## src/rtl/cpc_pkg.sv

```systemverilog
// Shared constants, types and port-match functions for the packet classifier.
package cpc_pkg;

  localparam logic [15:0] TYPE_VLAN    = 16'h8100;
  localparam logic [15:0] TYPE_IPV4    = 16'h0800;

  localparam logic [7:0]  PROTO_ICMP   = 8'd1;
  localparam logic [7:0]  PROTO_TCP    = 8'd6;
  localparam logic [7:0]  PROTO_UDP    = 8'd17;
  localparam logic [7:0]  PROTO_OSPF   = 8'd89;

  localparam logic [3:0]  IHL_MASK     = 4'hF;
  localparam logic [6:0]  POS_MAX      = 7'd127;

  // Byte offsets, within the frame or relative to the start of a header.
  localparam logic [6:0]  POS_TYPE_HI  = 7'd12;
  localparam logic [6:0]  POS_TYPE_LO  = 7'd13;
  localparam logic [6:0]  POS_INNER_HI = 7'd16;
  localparam logic [6:0]  POS_INNER_LO = 7'd17;
  localparam logic [4:0]  NET_OFS_BASE = 5'd14;
  localparam logic [4:0]  NET_OFS_VLAN = 5'd18;
  localparam logic [4:0]  PROTO_FIELD_OFS = 5'd9;
  localparam logic [7:0]  DPORT_HI_OFS = 8'd2;
  localparam logic [7:0]  DPORT_LO_OFS = 8'd3;

  // Minimum lengths.
  localparam logic [7:0]  ETH_HDR_LEN  = 8'd14;
  localparam logic [7:0]  VLAN_HDR_LEN = 8'd18;
  localparam logic [7:0]  IPV4_HDR_LEN = 8'd20;
  localparam logic [7:0]  UDP_HDR_LEN  = 8'd8;
  localparam logic [7:0]  TCP_HDR_LEN  = 8'd20;

  localparam logic [15:0] PORT_SSH     = 16'd22;
  localparam logic [15:0] PORT_DNS     = 16'd53;
  localparam logic [15:0] PORT_DHCP_S  = 16'd67;
  localparam logic [15:0] PORT_DHCP_C  = 16'd68;
  localparam logic [15:0] PORT_NTP     = 16'd123;
  localparam logic [15:0] PORT_SNMP    = 16'd161;
  localparam logic [15:0] PORT_BGP     = 16'd179;
  localparam logic [15:0] PORT_LDAP    = 16'd389;

  typedef struct packed {
    logic is_control;
    logic truncated;
  } verdict_t;

  function automatic logic udp_port_is_control(input logic [15:0] port);
    logic hit;
    hit = 1'b0;
    case (port) inside
      PORT_DNS, PORT_DHCP_S, PORT_DHCP_C, PORT_NTP, PORT_SNMP: hit = 1'b1;
      default: hit = 1'b0;
    endcase
    return hit;
  endfunction

  function automatic logic tcp_port_is_control(input logic [15:0] port);
    logic hit;
    hit = 1'b0;
    case (port) inside
      PORT_SSH, PORT_DNS, PORT_BGP, PORT_LDAP: hit = 1'b1;
      default: hit = 1'b0;
    endcase
    return hit;
  endfunction

endpackage

```

## src/rtl/cpc_byte_if.sv

```systemverilog
// Input channel: one frame byte per transfer with an end-of-frame flag.
interface cpc_byte_if;
  logic       valid;
  logic       ready;
  logic [7:0] packet_byte;
  logic       last_byte;

  modport source (output valid, output packet_byte, output last_byte, input ready);
  modport sink   (input valid, input packet_byte, input last_byte, output ready);
endinterface

```

## src/rtl/cpc_verdict_if.sv

```systemverilog
// Result channel: one classification verdict per frame.
interface cpc_verdict_if;
  logic valid;
  logic ready;
  logic is_control;
  logic truncated;

  modport source (output valid, output is_control, output truncated, input ready);
  modport sink   (input valid, input is_control, input truncated, output ready);
endinterface

```

## src/rtl/control_plane_packet_classifier_core.sv

```systemverilog
// Top level of the control-plane packet classifier: byte input stage, parser, verdict register.
// Frames arrive one byte per transfer on in_byte_i, starting at the destination MAC,
// with last_byte set on the final byte; exactly one verdict transfer on verdict_o
// follows each frame. The block sustains one byte per clock while in_byte_i is not stalled: the
// header tracker computes the verdict combinationally from its field registers and the byte in
// the input register, and the verdict register loads it as the last byte leaves the
// input register. in_byte_i only stalls when a last byte sits in the input
// register while the previous verdict is still waiting to be taken; non-last
// bytes never wait on verdict_o. A frame is control if it is IPv4 (optionally
// behind one 0x8100 tag) and carries ICMP, OSPF, UDP to 53/67/68/123/161 or
// TCP to 22/53/179/389; a frame that ends before the headers needed for that
// decision is reported as data with truncated set. Byte positions saturate at
// 127, beyond every header the decision looks at.
module control_plane_packet_classifier_core (
  input  logic   clk_i,
  input  logic   rst_ni,
  cpc_byte_if.sink      in_byte_i,
  cpc_verdict_if.source verdict_o
);
  import cpc_pkg::*;

  // Input register.
  logic       s1_valid_q;
  logic [7:0] s1_byte_q;
  logic       s1_last_q;

  // Verdict register.
  logic       out_valid_q;
  verdict_t   verdict_q;

  logic       in_xfer;
  logic       out_free;
  logic       s1_fire;
  verdict_t   hdr_verdict;

  // A non-last byte never produces a verdict, so it drains regardless of the output.
  assign out_free = !out_valid_q || verdict_o.ready;
  assign s1_fire  = s1_valid_q && (!s1_last_q || out_free);
  assign in_byte_i.ready = !s1_valid_q || s1_fire;
  assign in_xfer  = in_byte_i.valid && in_byte_i.ready;

  always_ff @(posedge clk_i or negedge rst_ni) begin
    if (!rst_ni) begin
      s1_valid_q <= 1'b0;
    end else if (in_xfer) begin
      s1_valid_q <= 1'b1;
    end else if (s1_fire) begin
      s1_valid_q <= 1'b0;
    end
  end

  always_ff @(posedge clk_i) begin
    if (in_xfer) begin
      s1_byte_q <= in_byte_i.packet_byte;
      s1_last_q <= in_byte_i.last_byte;
    end
  end

  cpc_hdr u_hdr (
    .clk_i     (clk_i),
    .rst_ni    (rst_ni),
    .step_i    (s1_fire),
    .byte_i    (s1_byte_q),
    .last_i    (s1_last_q),
    .verdict_o (hdr_verdict)
  );

  always_ff @(posedge clk_i or negedge rst_ni) begin
    if (!rst_ni) begin
      out_valid_q <= 1'b0;
    end else if (s1_fire && s1_last_q) begin
      out_valid_q <= 1'b1;
    end else if (verdict_o.ready) begin
      out_valid_q <= 1'b0;
    end
  end

  always_ff @(posedge clk_i) begin
    if (s1_fire && s1_last_q) begin
      verdict_q <= hdr_verdict;
    end
  end

  assign verdict_o.valid      = out_valid_q;
  assign verdict_o.is_control = verdict_q.is_control;
  assign verdict_o.truncated  = verdict_q.truncated;

  // Verdict register only loads from a last byte leaving the input stage.
  a_out_src: assert property (@(posedge clk_i) disable iff (!rst_ni)
    $rose(out_valid_q) |-> $past(s1_fire && s1_last_q))
    else $error("verdict without a last byte");

  // A held byte stays in the input register until it drains.
  a_s1_hold: assert property (@(posedge clk_i) disable iff (!rst_ni)
    s1_valid_q && !s1_fire |=> s1_valid_q && $stable(s1_byte_q) && $stable(s1_last_q))
    else $error("input register lost a byte");

  // Only a last byte can be held back by the verdict register.
  a_stall_cause: assert property (@(posedge clk_i) disable iff (!rst_ni)
    s1_valid_q && !s1_fire |-> s1_last_q && out_valid_q && !verdict_o.ready)
    else $error("input stage stalled without cause");

endmodule

```

## src/rtl/cpc_hdr.sv

```systemverilog
// Header field tracker and verdict logic, advanced by one frame byte per step.
module cpc_hdr (
  input  logic              clk_i,
  input  logic              rst_ni,
  input  logic              step_i,
  input  logic [7:0]        byte_i,
  input  logic              last_i,
  output cpc_pkg::verdict_t verdict_o
);
  import cpc_pkg::*;

  logic [6:0]  pos_q, pos_d;
  logic [15:0] ether_kind_q, ether_kind_d;
  logic [4:0]  net_ofs_q, net_ofs_d;
  logic [7:0]  proto_q, proto_d;
  logic [6:0]  l4_ofs_q, l4_ofs_d;
  logic [15:0] dport_q, dport_d;

  logic [15:0] ek_outer;
  logic [7:0]  len;
  logic [7:0]  pos8;
  logic [7:0]  l4_ofs8;
  verdict_t    verdict;

  // Field capture, in frame order; later fields see this byte's earlier updates.
  always_comb begin
    pos8 = {1'b0, pos_q};

    ek_outer = ether_kind_q;
    if (pos_q == POS_TYPE_HI || pos_q == POS_TYPE_LO) begin
      ek_outer = {ether_kind_q[7:0], byte_i};
    end

    net_ofs_d = net_ofs_q;
    if (pos_q == POS_TYPE_LO && ek_outer == TYPE_VLAN) begin
      net_ofs_d = NET_OFS_VLAN;
    end

    ether_kind_d = ek_outer;
    if ((pos_q == POS_INNER_HI || pos_q == POS_INNER_LO) && net_ofs_d == NET_OFS_VLAN) begin
      ether_kind_d = {ek_outer[7:0], byte_i};
    end

    l4_ofs_d = l4_ofs_q;
    if (pos_q == {2'b00, net_ofs_d}) begin
      l4_ofs_d = {2'b00, net_ofs_d} + {1'b0, byte_i[3:0] & IHL_MASK, 2'b00};
    end

    proto_d = proto_q;
    if (pos_q == {2'b00, net_ofs_d + PROTO_FIELD_OFS}) begin
      proto_d = byte_i;
    end

    l4_ofs8 = {1'b0, l4_ofs_d};
    dport_d = dport_q;
    if (pos_q > {2'b00, net_ofs_d}) begin
      if (pos8 == l4_ofs8 + DPORT_HI_OFS) begin
        dport_d[15:8] = byte_i;
      end
      if (pos8 == l4_ofs8 + DPORT_LO_OFS) begin
        dport_d[7:0] = byte_i;
      end
    end

    pos_d = (pos_q < POS_MAX) ? pos_q + 7'd1 : pos_q;
  end

  // Verdict on the frame that ends with this byte.
  always_comb begin
    len     = pos8 + 8'd1;
    verdict = '0;
    if (len < ETH_HDR_LEN) begin
      verdict.truncated = 1'b1;
    end else if (net_ofs_d == NET_OFS_VLAN && len < VLAN_HDR_LEN) begin
      verdict.truncated = 1'b1;
    end else if (ether_kind_d != TYPE_IPV4) begin
      verdict = '0;
    end else if (len < {3'b000, net_ofs_d} + IPV4_HDR_LEN) begin
      verdict.truncated = 1'b1;
    end else if (proto_d == PROTO_ICMP || proto_d == PROTO_OSPF) begin
      verdict.is_control = 1'b1;
    end else if (proto_d == PROTO_UDP) begin
      if (len < l4_ofs8 + UDP_HDR_LEN) begin
        verdict.truncated = 1'b1;
      end else begin
        verdict.is_control = udp_port_is_control(dport_d);
      end
    end else if (proto_d == PROTO_TCP) begin
      if (len < l4_ofs8 + TCP_HDR_LEN) begin
        verdict.truncated = 1'b1;
      end else begin
        verdict.is_control = tcp_port_is_control(dport_d);
      end
    end
  end

  assign verdict_o = verdict;

  always_ff @(posedge clk_i or negedge rst_ni) begin
    if (!rst_ni) begin
      pos_q        <= '0;
      ether_kind_q <= '0;
      net_ofs_q    <= NET_OFS_BASE;
      proto_q      <= '0;
      l4_ofs_q     <= '0;
      dport_q      <= '0;
    end else if (step_i) begin
      if (last_i) begin
        pos_q        <= '0;
        ether_kind_q <= '0;
        net_ofs_q    <= NET_OFS_BASE;
        proto_q      <= '0;
        l4_ofs_q     <= '0;
        dport_q      <= '0;
      end else begin
        pos_q        <= pos_d;
        ether_kind_q <= ether_kind_d;
        net_ofs_q    <= net_ofs_d;
        proto_q      <= proto_d;
        l4_ofs_q     <= l4_ofs_d;
        dport_q      <= dport_d;
      end
    end
  end

  a_pos_clear: assert property (@(posedge clk_i) disable iff (!rst_ni)
    step_i && last_i |=> pos_q == '0 && net_ofs_q == NET_OFS_BASE)
    else $error("frame state not cleared after last byte");

  a_net_ofs: assert property (@(posedge clk_i) disable iff (!rst_ni)
    net_ofs_q == NET_OFS_BASE || net_ofs_q == NET_OFS_VLAN)
    else $error("network offset left 14/18");

  a_verdict_excl: assert property (@(posedge clk_i) disable iff (!rst_ni)
    step_i |-> !(verdict_o.is_control && verdict_o.truncated))
    else $error("verdict both control and truncated");

endmodule
```

## src/flat_wrapper.sv

```systemverilog
// flat-port wrapper written by rule: the top's interface ports become plain ports
module control_plane_packet_classifier_core_flat import cpc_pkg::*;
  (clk_i, rst_ni, in_byte_i_valid, in_byte_i_packet_byte, in_byte_i_last_byte, in_byte_i_ready, verdict_o_valid, verdict_o_is_control, verdict_o_truncated, verdict_o_ready);
  cpc_byte_if in_byte_i_i ();
  cpc_verdict_if verdict_o_i ();
  input  logic clk_i;
  input  logic rst_ni;
  input wire logic [$bits(in_byte_i_i.valid)-1:0] in_byte_i_valid;
  input wire logic [$bits(in_byte_i_i.packet_byte)-1:0] in_byte_i_packet_byte;
  input wire logic [$bits(in_byte_i_i.last_byte)-1:0] in_byte_i_last_byte;
  output wire logic [$bits(in_byte_i_i.ready)-1:0] in_byte_i_ready;
  output wire logic [$bits(verdict_o_i.valid)-1:0] verdict_o_valid;
  output wire logic [$bits(verdict_o_i.is_control)-1:0] verdict_o_is_control;
  output wire logic [$bits(verdict_o_i.truncated)-1:0] verdict_o_truncated;
  input wire logic [$bits(verdict_o_i.ready)-1:0] verdict_o_ready;
  assign in_byte_i_i.valid = in_byte_i_valid;
  assign in_byte_i_i.packet_byte = in_byte_i_packet_byte;
  assign in_byte_i_i.last_byte = in_byte_i_last_byte;
  assign in_byte_i_ready = in_byte_i_i.ready;
  assign verdict_o_valid = verdict_o_i.valid;
  assign verdict_o_is_control = verdict_o_i.is_control;
  assign verdict_o_truncated = verdict_o_i.truncated;
  assign verdict_o_i.ready = verdict_o_ready;
  control_plane_packet_classifier_core u_core (.clk_i(clk_i), .rst_ni(rst_ni), .in_byte_i(in_byte_i_i), .verdict_o(verdict_o_i));
endmodule
```

## config.mk

```make
export PLATFORM = sky130hd
export DESIGN_NAME = control_plane_packet_classifier_core_flat
export DESIGN_NICKNAME = d
export VERILOG_FILES = /design/src/rtl/cpc_pkg.sv /design/src/rtl/cpc_byte_if.sv /design/src/rtl/cpc_verdict_if.sv /design/src/rtl/control_plane_packet_classifier_core.sv /design/src/rtl/cpc_hdr.sv /design/src/flat_wrapper.sv
export SDC_FILE = /design/constraint.sdc
export NUM_CORES = 1
export LEC_CHECK = 0
export BUFFER_PORTS_ARGS = -buffer_cell sky130_fd_sc_hd__buf_2
export CAP_MARGIN = 40
export CORE_MARGIN = 2
export CORE_UTILIZATION = 30
export CTS_CLUSTER_DIAMETER = 40
export DETAILED_ROUTE_END_ITERATION = 16
export SETUP_SLACK_MARGIN = 0.15
export SYNTH_ARGS = -nofsm -noshare
export SYNTH_HDL_FRONTEND = slang
export SYNTH_SLANG_ARGS = --single-unit
```

## constraint.sdc

```tcl
create_clock -name clk_i -period 7.87 [get_ports clk_i]
set_input_delay 0.787 -clock clk_i [delete_from_list [all_inputs] [get_ports clk_i]]
set_output_delay 0.787 -clock clk_i [all_outputs]
set_load 0.02 [all_outputs]
```

==> key figures, run 1 <==
Pwr
  • VDD IR max: 0.139 mV
  • Reg power frac: 0.444
  • Clock power share: 0.414
  • Power per cell area: between 150 and 200 nW/um2
  • Power Internal: ~0.7 mW
  • Switch share: 0.296
  • P_sw: approximately 0.30 mW
  • Comb power frac: 0.142
  • Leakage power: around 2.5 nW

Setup path
  • Cell repeated most along the worst path: nand2_1
  • R2R Path End: u_core.verdict_o.is_control
  • CP arrival: ~7 ns
  • Worst R2R Start: u_core.s1_byte_q[2]
  • Cell count of the worst reg-to-reg path: 20
  • Critical Path Fanout Max: 16
  • Startpoint types: flip-flop
  • Crit end category: flip-flop
  • Critical Path RT: ~8 ns
  • Worst-path cell chain: nor4_2 > nand2_1 > or4_1 > nand2_1 > inv_1 > ha_1 > nor3b_1 > nand2_1 > nand2_1 > a21boi_1 > ha_1 > xor2_1 > nand2_1 > nor4_1 > nand2_1 > o32ai_1 > and2_1 > o21ai_0 > a31oi_1 > a21oi_1
  • Worst stage delay on the critical path: ~0.75 ns
  • R2r setup slk: between 0.9 and 1 ns
  • Critical path type: flip-flop to flip-flop
  • Critical path's slowest cell: or4_1

Yosys
  • Largest cells by area after synthesis: dfrtp_1, ha_1, edfxtp_1
  • Gate Count Post-Synth: 602
  • Sequential fraction of the synthesis area: 0.355
  • Post-synth top flop: dfrtp_1
  • Number of synthesized flops with an enable pin: 11
  • Synth area leader: dfrtp_1
  • Synth Register Bits: between 70 and 80
  • Mean Syn Cell Area: just under 9 um2
  • Synth Cell Area: 5240 um2
  • Post-synth top area share: 0.277
  • FFs w/ async S/R, synth: 0.847
  • Synth Warn #: 0
  • Syn Nets: approximately 650
  • Yosys cell types: a little over 70

Job
  • Max-Cap Viols: 0

Floorplanning
  • Die area: 18,500 um2
  • Rows: 48
  • Starting Density: 0.305
  • IO Count: 17
  • Vert. Die Dim: about 140 um
  • Core area: 17,200 um2
  • Chip Width: ~140 um

Routing
  • DRT Pass-1 Iters: 5
  • DR WL/cell: approximately 17 um
  • Post-DR vias/cell: around 5.5
  • Vias: between 4k and 5k
  • Final wirelength: 14.5 mm
  • Post-route ant nets: 0
  • Drt first-iter violations: approximately 430
  • Drt drc: 0

Placement
  • RD Place Congestion: 0.903
  • IO buf count: 16
  • DP Wirelength: ~11 mm
  • Placed Cells incl. Taps: ~820

Timing
  • Max-slew headroom: 0.374
  • RSZ-0062 raised after global routing: false
  • Slew Viols, Final: 0
  • Period utilisation layout: 0.882
  • Fmax: around 140 MHz
  • Clk_skew: 0.00915 ns
  • Least-Margin Pin Slew: between 0.9 and 1 ns
  • Setup TNS: 0 ns
  • Final hold viol count: 0
  • Minimum clock period: 6.94 ns
  • Setup violators final: 0

Worst hold path
  • Hold path startpoint: u_core.u_hdr.l4_ofs_q[4]
  • Worst Hold Path EP: u_core.u_hdr.l4_ofs_q[4]
  • Hold crit path type: flip-flop to flip-flop
  • Hold path depth: 2

Outcome
  • Status: finished, final reports clean

CTS
  • Cts hold-fix bufs: 0
  • Root Driver: clkbuf_16
  • Worst-case clock buffer depth: 2
  • CTS Sinks: between 70 and 80
  • Post-CTS setup buffers: 0
  • TritonCTS clock tree: yes
  • H-tree depth: 3
  • Num CTS Buffers: 9
  • Clock latency on the worst-skew pair: between 0.3 and 0.4 ns
  • Clock slew at reported path FFs: around 0.060 ns

Finish
  • FILL cells: 1,828
  • Area of the multi-input gates: 3150 um2
  • Storage element area: 1860 um2
  • Layout area overhead: 11.1%
  • Diodes inserted: 0
  • Layout Nets: about 660
  • Share of post-route cells with drive strength above 1: 0.0872
  • Non-Filler Instances: 833

Global route
  • Largest net degree at the start of global routing: 62
  • Gr ovfl total: 0
  • GRT Total Usage: 0.169
  • Global-route wire length before repair: ~24 mm
  • Vias in the first global route: between 4k and 5k
  • Initial antenna violation count: 0
## registers in the layout, summed over array words and instances, names as in the netlist
| signal | cells |
|---|---|
| u_core.verdict_o.valid | 1 |
| u_core.u_hdr.proto_q | 8 |
| u_core.u_hdr.pos_q | 7 |
| u_core.s1_byte_q | 8 |
| u_core.verdict_o.is_control | 1 |
| u_core.s1_last_q | 1 |
| u_core.u_hdr.l4_ofs_q | 7 |
| u_core.s1_valid_q | 1 |
| u_core.u_hdr.dport_q | 16 |
| u_core.u_hdr.ether_kind_q | 16 |
| u_core.u_hdr.net_ofs_q | 5 |
| u_core.verdict_o.truncated | 1 |
## final cells by class
type | count | area share
clock inverters | 7 | 0.0120
repair buffers | 23 | 0.0228
flip-flops and latches | 72 | 0.320
inverters | 28 | 0.0181
multi-input cells | 469 | 0.540
clock buffers | 9 | 0.0387
well taps | 225 | 0.0484
## what timing repair did
action / in CTS / in global routing
endpoints found under the setup margin: 0 / 1
endpoints found under the hold margin: 0 / 0
resized for setup: 0 / 2
## critical path: cells and delay by family, from the launching register on
family	cells	cell delay, ns
flip-flops	1	0.61
AND/OR/NAND/NOR	11	3.68
AO/OA/AOI/OAI	5	1.53
adder cells (fa/ha/maj)	2	0.61
XOR/XNOR	1	0.14
buffers and inverters	1	0.09
## cell families (layout without fill, tap and decap cells)
group                    Yosys count  in the layout  synth area share
AND/OR/NAND/NOR                  225            225             0.221
AO/OA/AOI/OAI                    164            164             0.212
flip-flops                        72             72             0.355
adder cells (fa/ha/maj)           39             39            0.0931
buffers and inverters             61             67            0.0458
multiplexers                      13             13            0.0267
XOR/XNOR                          28             28            0.0468
## metal layers
layer | global-route usage | wire length (um)
met1 | 0.236 | 6940
met2 | 0.254 | 6440
met3 | 0.0272 | 704
met4 | 0.0764 | 435
met5 | 0 | 0
## cell usage in the layout (no fill, tap or decap), drive strengths merged, types with 6 or more instances in the layout
cell	synthesis	final
nor2b	10	10
a21oi	20	20
and2	12	12
o21ai	52	52
edfxtp	11	11
xnor2	21	21
clkbuf	23	9
a31oi	11	11
nor4	10	10
dfrtp	58	58
inv	27	28
nand4	10	10
a22o	24	24
xor2	7	7
nor2	38	38
or3	7	7
o21a	6	6
ha	39	39
nand2b	13	13
mux2i	8	8
nand2	74	74
nor3	10	10
buf	10	23
a22oi	8	8
nand3	15	15
## power by group through the flow
stage / combinational, mW / clock (mW) / sequential [mW]
detailed placement: 0.141 / 0 / 0.449
finish: 0.142 / 0.413 / 0.443
CTS: 0.142 / 0.421 / 0.442
global placement: 0.142 / 0 / 0.449
global route: 0.162 / 0.440 / 0.448
floorplan: 0.112 / 0 / 0.426
## stage by stage
stage	hold slack [ns]	cell area [um2]	worst slack, ns	util	power (mW)
2_1_floorplan	0.446	5240	2.10	-	0.537
3_3_place_gp	0.480	5520	1.06	0.321	0.591
3_5_place_dp	0.479	5530	0.958	0.322	0.590
4_1_cts	0.499	5820	0.904	0.339	1.01
5_1_grt	0.525	5820	0.334	0.339	1.05
6_report	0.499	5820	0.930	0.339	0.998
## cell usage after synthesis (3+ instances only)
| cell | number |
|---|---|
| a2111o_1 | 3 |
| a211o_1 | 3 |
| a211oi_1 | 5 |
| a21o_1 | 5 |
| a21oi_1 | 20 |
| a22o_1 | 24 |
| a22oi_1 | 8 |
| a31oi_1 | 11 |
| and2_1 | 11 |
| and3_1 | 4 |
| buf_1 | 3 |
| buf_2 | 6 |
| clkbuf_1 | 23 |
| dfrtp_1 | 58 |
| dfstp_2 | 3 |
| edfxtp_1 | 11 |
| ha_1 | 39 |
| inv_1 | 26 |
| mux2_2 | 4 |
| mux2i_1 | 8 |
| nand2_1 | 73 |
| nand2b_1 | 13 |
| nand3_1 | 15 |
| nand4_1 | 10 |
| nor2_1 | 37 |
| nor2b_1 | 10 |
| nor3_1 | 10 |
| nor3b_1 | 5 |
| nor4_1 | 9 |
| nor4b_1 | 3 |
| o2111ai_1 | 3 |
| o21a_1 | 6 |
| o21ai_0 | 47 |
| o21ai_1 | 5 |
| o32ai_1 | 3 |
| or3_1 | 6 |
| xnor2_1 | 21 |
| xor2_1 | 7 |
## worst max path at each step
| stage | cells after the start | start | to |
|---|---|---|---|
| 2_1_floorplan | 25 | u_core.s1_byte_q[2] | u_core.verdict_o.is_control |
| 3_3_place_gp | 17 | u_core.s1_byte_q[0] | u_core.verdict_o.is_control |
| 4_1_cts | 17 | u_core.s1_byte_q[0] | u_core.verdict_o.is_control |
| 6_report | 20 | u_core.s1_byte_q[2] | u_core.verdict_o.is_control |
| 3_5_place_dp | 17 | u_core.s1_byte_q[0] | u_core.verdict_o.is_control |
| 5_1_grt | 20 | u_core.s1_byte_q[2] | u_core.verdict_o.is_control |
(Power assumes the default switching activity.)
==> run 2, diff against run 1 <==
--- a/config.mk
+++ b/config.mk
@@ -5,7 +5,7 @@
 export SDC_FILE = /design/constraint.sdc
 export NUM_CORES = 1
 export LEC_CHECK = 0
-export BUFFER_PORTS_ARGS = -buffer_cell sky130_fd_sc_hd__buf_2
+export BUFFER_PORTS_ARGS = -buffer_cell sky130_fd_sc_hd__clkbuf_2
 export CAP_MARGIN = 40
 export CORE_MARGIN = 2
 export CORE_UTILIZATION = 30
==> run 2 against run 1 <==
  * Worst setup slack got worse by 0.091 ns
  * Worst hold slack got worse by 0.0028 ns
  * Power is 1.2% higher
  * Die area did not move
  * Flip-flop and latch count stayed put
  * Register-to-register slack got worse by 0.09 ns
  * Clock power rose by 3%
  * First-iteration DRC count decreased by 23%
  * Global-route usage about the same
  * Critical path type unchanged
  * Critical endpoint unchanged
==> key figures, run 2 (same netlist as run 1, synthesis figures left out) <==
Outcome
  • Status: finished, final reports clean

Finish
  • Diodes inserted: 0
  • Storage element area: 1860 um2
  • Area of the multi-input gates: approximately 3100 um2
  • Non-Filler Instances: around 830
  • Layout area overhead: 11.2%
  • Share of post-route cells with drive strength above 1: 0.0888
  • Post-layout instance area: ~5800 um2
  • Util after Layout: 0.339
  • Commonest non-fill, non-tap cell in the layout: nand2_1
  • Largest regs: u_core.u_hdr.dport_q (16), u_core.u_hdr.ether_kind_q (16)
  • FILL cells: 1,822
  • Most frequent cells in the layout: nand2_1, dfrtp_1, o21ai_0, ha_1, nor2_1
  • Layout Nets: 655

CTS
  • H-tree depth: 3
  • Clock slew at reported path FFs: 0.06 ns
  • Num CTS Buffers: 9
  • CTS Sinks: between 70 and 80
  • Clock latency on the worst-skew pair: ~0.35 ns
  • TritonCTS clock tree: yes
  • Worst-case clock buffer depth: 2
  • Root Driver: clkbuf_16

Setup path
  • Critical path type: flip-flop to flip-flop
  • R2R Path End: u_core.verdict_o.is_control
  • Critical path's slowest cell: or4_1
  • Worst stage delay on the critical path: around 0.75 ns
  • Worst setup endpoint: u_core.verdict_o.is_control
  • CP arrival: between 7 and 8 ns
  • R2r setup slk: about 0.84 ns
  • CP top delay family: simple AND/OR/NAND/NOR gates
  • Worst-path cell chain: nor4_1 > nand2_1 > or4_1 > nand2_1 > inv_1 > ha_1 > nor3b_1 > nand2_1 > nand2_1 > a21boi_1 > ha_1 > xor2_1 > nand2_1 > nor4_1 > nand2_1 > o32ai_1 > and2_1 > o21ai_0 > a31oi_1 > a21oi_1
  • Startpoint types: flip-flop
  • Cell count of the worst reg-to-reg path: 20
  • Worst R2R Start: u_core.s1_byte_q[0]
  • Crit end category: flip-flop
  • Crit path buffers/inverters: 1
  • Cell repeated most along the worst path: nand2_1
  • WP depth: 20
  • Critical Path RT: 7.97 ns
  • Worst setup startpoint: u_core.s1_byte_q[0]
  • Critical Path Fanout Max: 16

Timing
  • Setup violators final: 0
  • Minimum clock period: 7.03 ns
  • Least-Margin Pin Slew: 0.868 ns
  • Slew Viols, Final: 0
  • Fmax: between 100 and 150 MHz
  • Setup TNS: 0 ns
  • Final hold viol count: 0
  • Max-slew headroom: 0.421
  • RSZ-0062 raised after global routing: false
  • Period utilisation layout: 0.893
  • Clk_skew: approximately 0.0091 ns

Floorplanning
  • Die area: 18,500 um2
  • Starting Density: 0.305
  • Vert. Die Dim: roughly 140 um
  • IO Count: 17
  • Rows: 48
  • Core area: about 17,000 um2
  • Chip Width: around 140 um

Placement
  • Placed Cells incl. Taps: between 800 and 900
  • DP Wirelength: roughly 10 mm
  • RD Place Congestion: ~0.88
  • IO buf count: 16
  • Placed inst area: 5530 um2

Global route
  • Gr ovfl total: 0
  • Global-route wire length before repair: between 20 and 25 mm
  • Vias in the first global route: 4,393
  • Largest net degree at the start of global routing: 62
  • Initial antenna violation count: 0
  • GRT Total Usage: 0.169

Routing
  • DR WL/cell: approximately 17 um
  • Vias: roughly 4.5k
  • Post-route ant nets: 0
  • Final wirelength: ~15 mm
  • Drt drc: 0
  • Drt first-iter violations: ~330
  • DRT Pass-1 Iters: 5
  • Post-DR vias/cell: 5.42

Pwr
  • Power per cell area: roughly 170 nW/um2
  • Leakage power: between 2 and 3 nW
  • VDD IR max: about 0.12 mV

Worst hold path
  • Hold crit path type: flip-flop to flip-flop

Job
  • Max-Cap Viols: 0
run 2: cell count changes in the layout (fill, tap and decap cells not counted):
cell | before | now
buf_2 | 16 | 0
clkbuf_2 | 0 | 16
clkinv_1 | 3 | 2
clkinvlp_4 | 2 | 1
inv_6 | 1 | 2
inv_8 | 0 | 1
run 2: layout make-up:
type	count	share of cell area
Clock buffer	9	0.0386
Clock inverter	7	0.0135
Inverter	28	0.0180
Multi-Input combinational cell	469	0.540
Sequential cell	72	0.319
Tap cell	225	0.0483
Timing Repair Buffer	23	0.0228
run 2: per-stage QoR:
step / power (mW) / hold WS [ns] / setup slack, ns
after floorplan: 0.537 / 0.446 / 2.10
after global placement: 0.590 / 0.484 / 1.01
after detailed placement: 0.590 / 0.479 / 0.799
after CTS: 1.02 / 0.499 / 0.749
after global routing: 1.06 / 0.518 / 0.272
final: 1.01 / 0.497 / 0.839
run 2: tightest hold or removal path, delay by kind of cell, from the launching register on:
| family | cells | cell delay (ns) |
|---|---|---|
| flops | 1 | 0.35 |
| simple gates | 1 | 0.05 |
| compound gates | 1 | 0.06 |
run 2: how the worst min path moves through the flow:
stage,from,to,cells past startpoint
after floorplan,u_core.u_hdr.l4_ofs_q[4],u_core.u_hdr.l4_ofs_q[4],2
after global placement,u_core.u_hdr.ether_kind_q[11],u_core.u_hdr.ether_kind_q[11],1
after detailed placement,u_core.u_hdr.ether_kind_q[11],u_core.u_hdr.ether_kind_q[11],1
after CTS,u_core.u_hdr.ether_kind_q[11],u_core.u_hdr.ether_kind_q[11],1
after global routing,u_core.u_hdr.ether_kind_q[12],u_core.u_hdr.ether_kind_q[12],1
final,u_core.u_hdr.l4_ofs_q[4],u_core.u_hdr.l4_ofs_q[4],2
run 2: what timing repair did:
item	4_1_cts	5_1_grt
hold buffers	0	0
setup endpoints to repair	0	1
buffers inserted	0	0
endpoints found under the hold margin	0	0
gates resized for setup	0	2
run 2: layer usage:
metal	vias to the layer above	share of wire	wire, um	track usage
met4	0	0.031	445	0.0804
met1	2134	0.47	6830	0.232
met3	35	0.058	845	0.0328
met5	-	0	0	0
met2	152	0.44	6440	0.253
li1	2195	-	-	-
run 2: where the power goes:
| part | total [mW] | leakage (nW) | internal, mW | switching, mW |
|---|---|---|---|---|
| clock | 0.425 | 0.146 | 0.249 | 0.175 |
| sequential | 0.444 | 0.930 | 0.400 | 0.0440 |
| combinational | 0.142 | 1.42 | 0.0589 | 0.0827 |
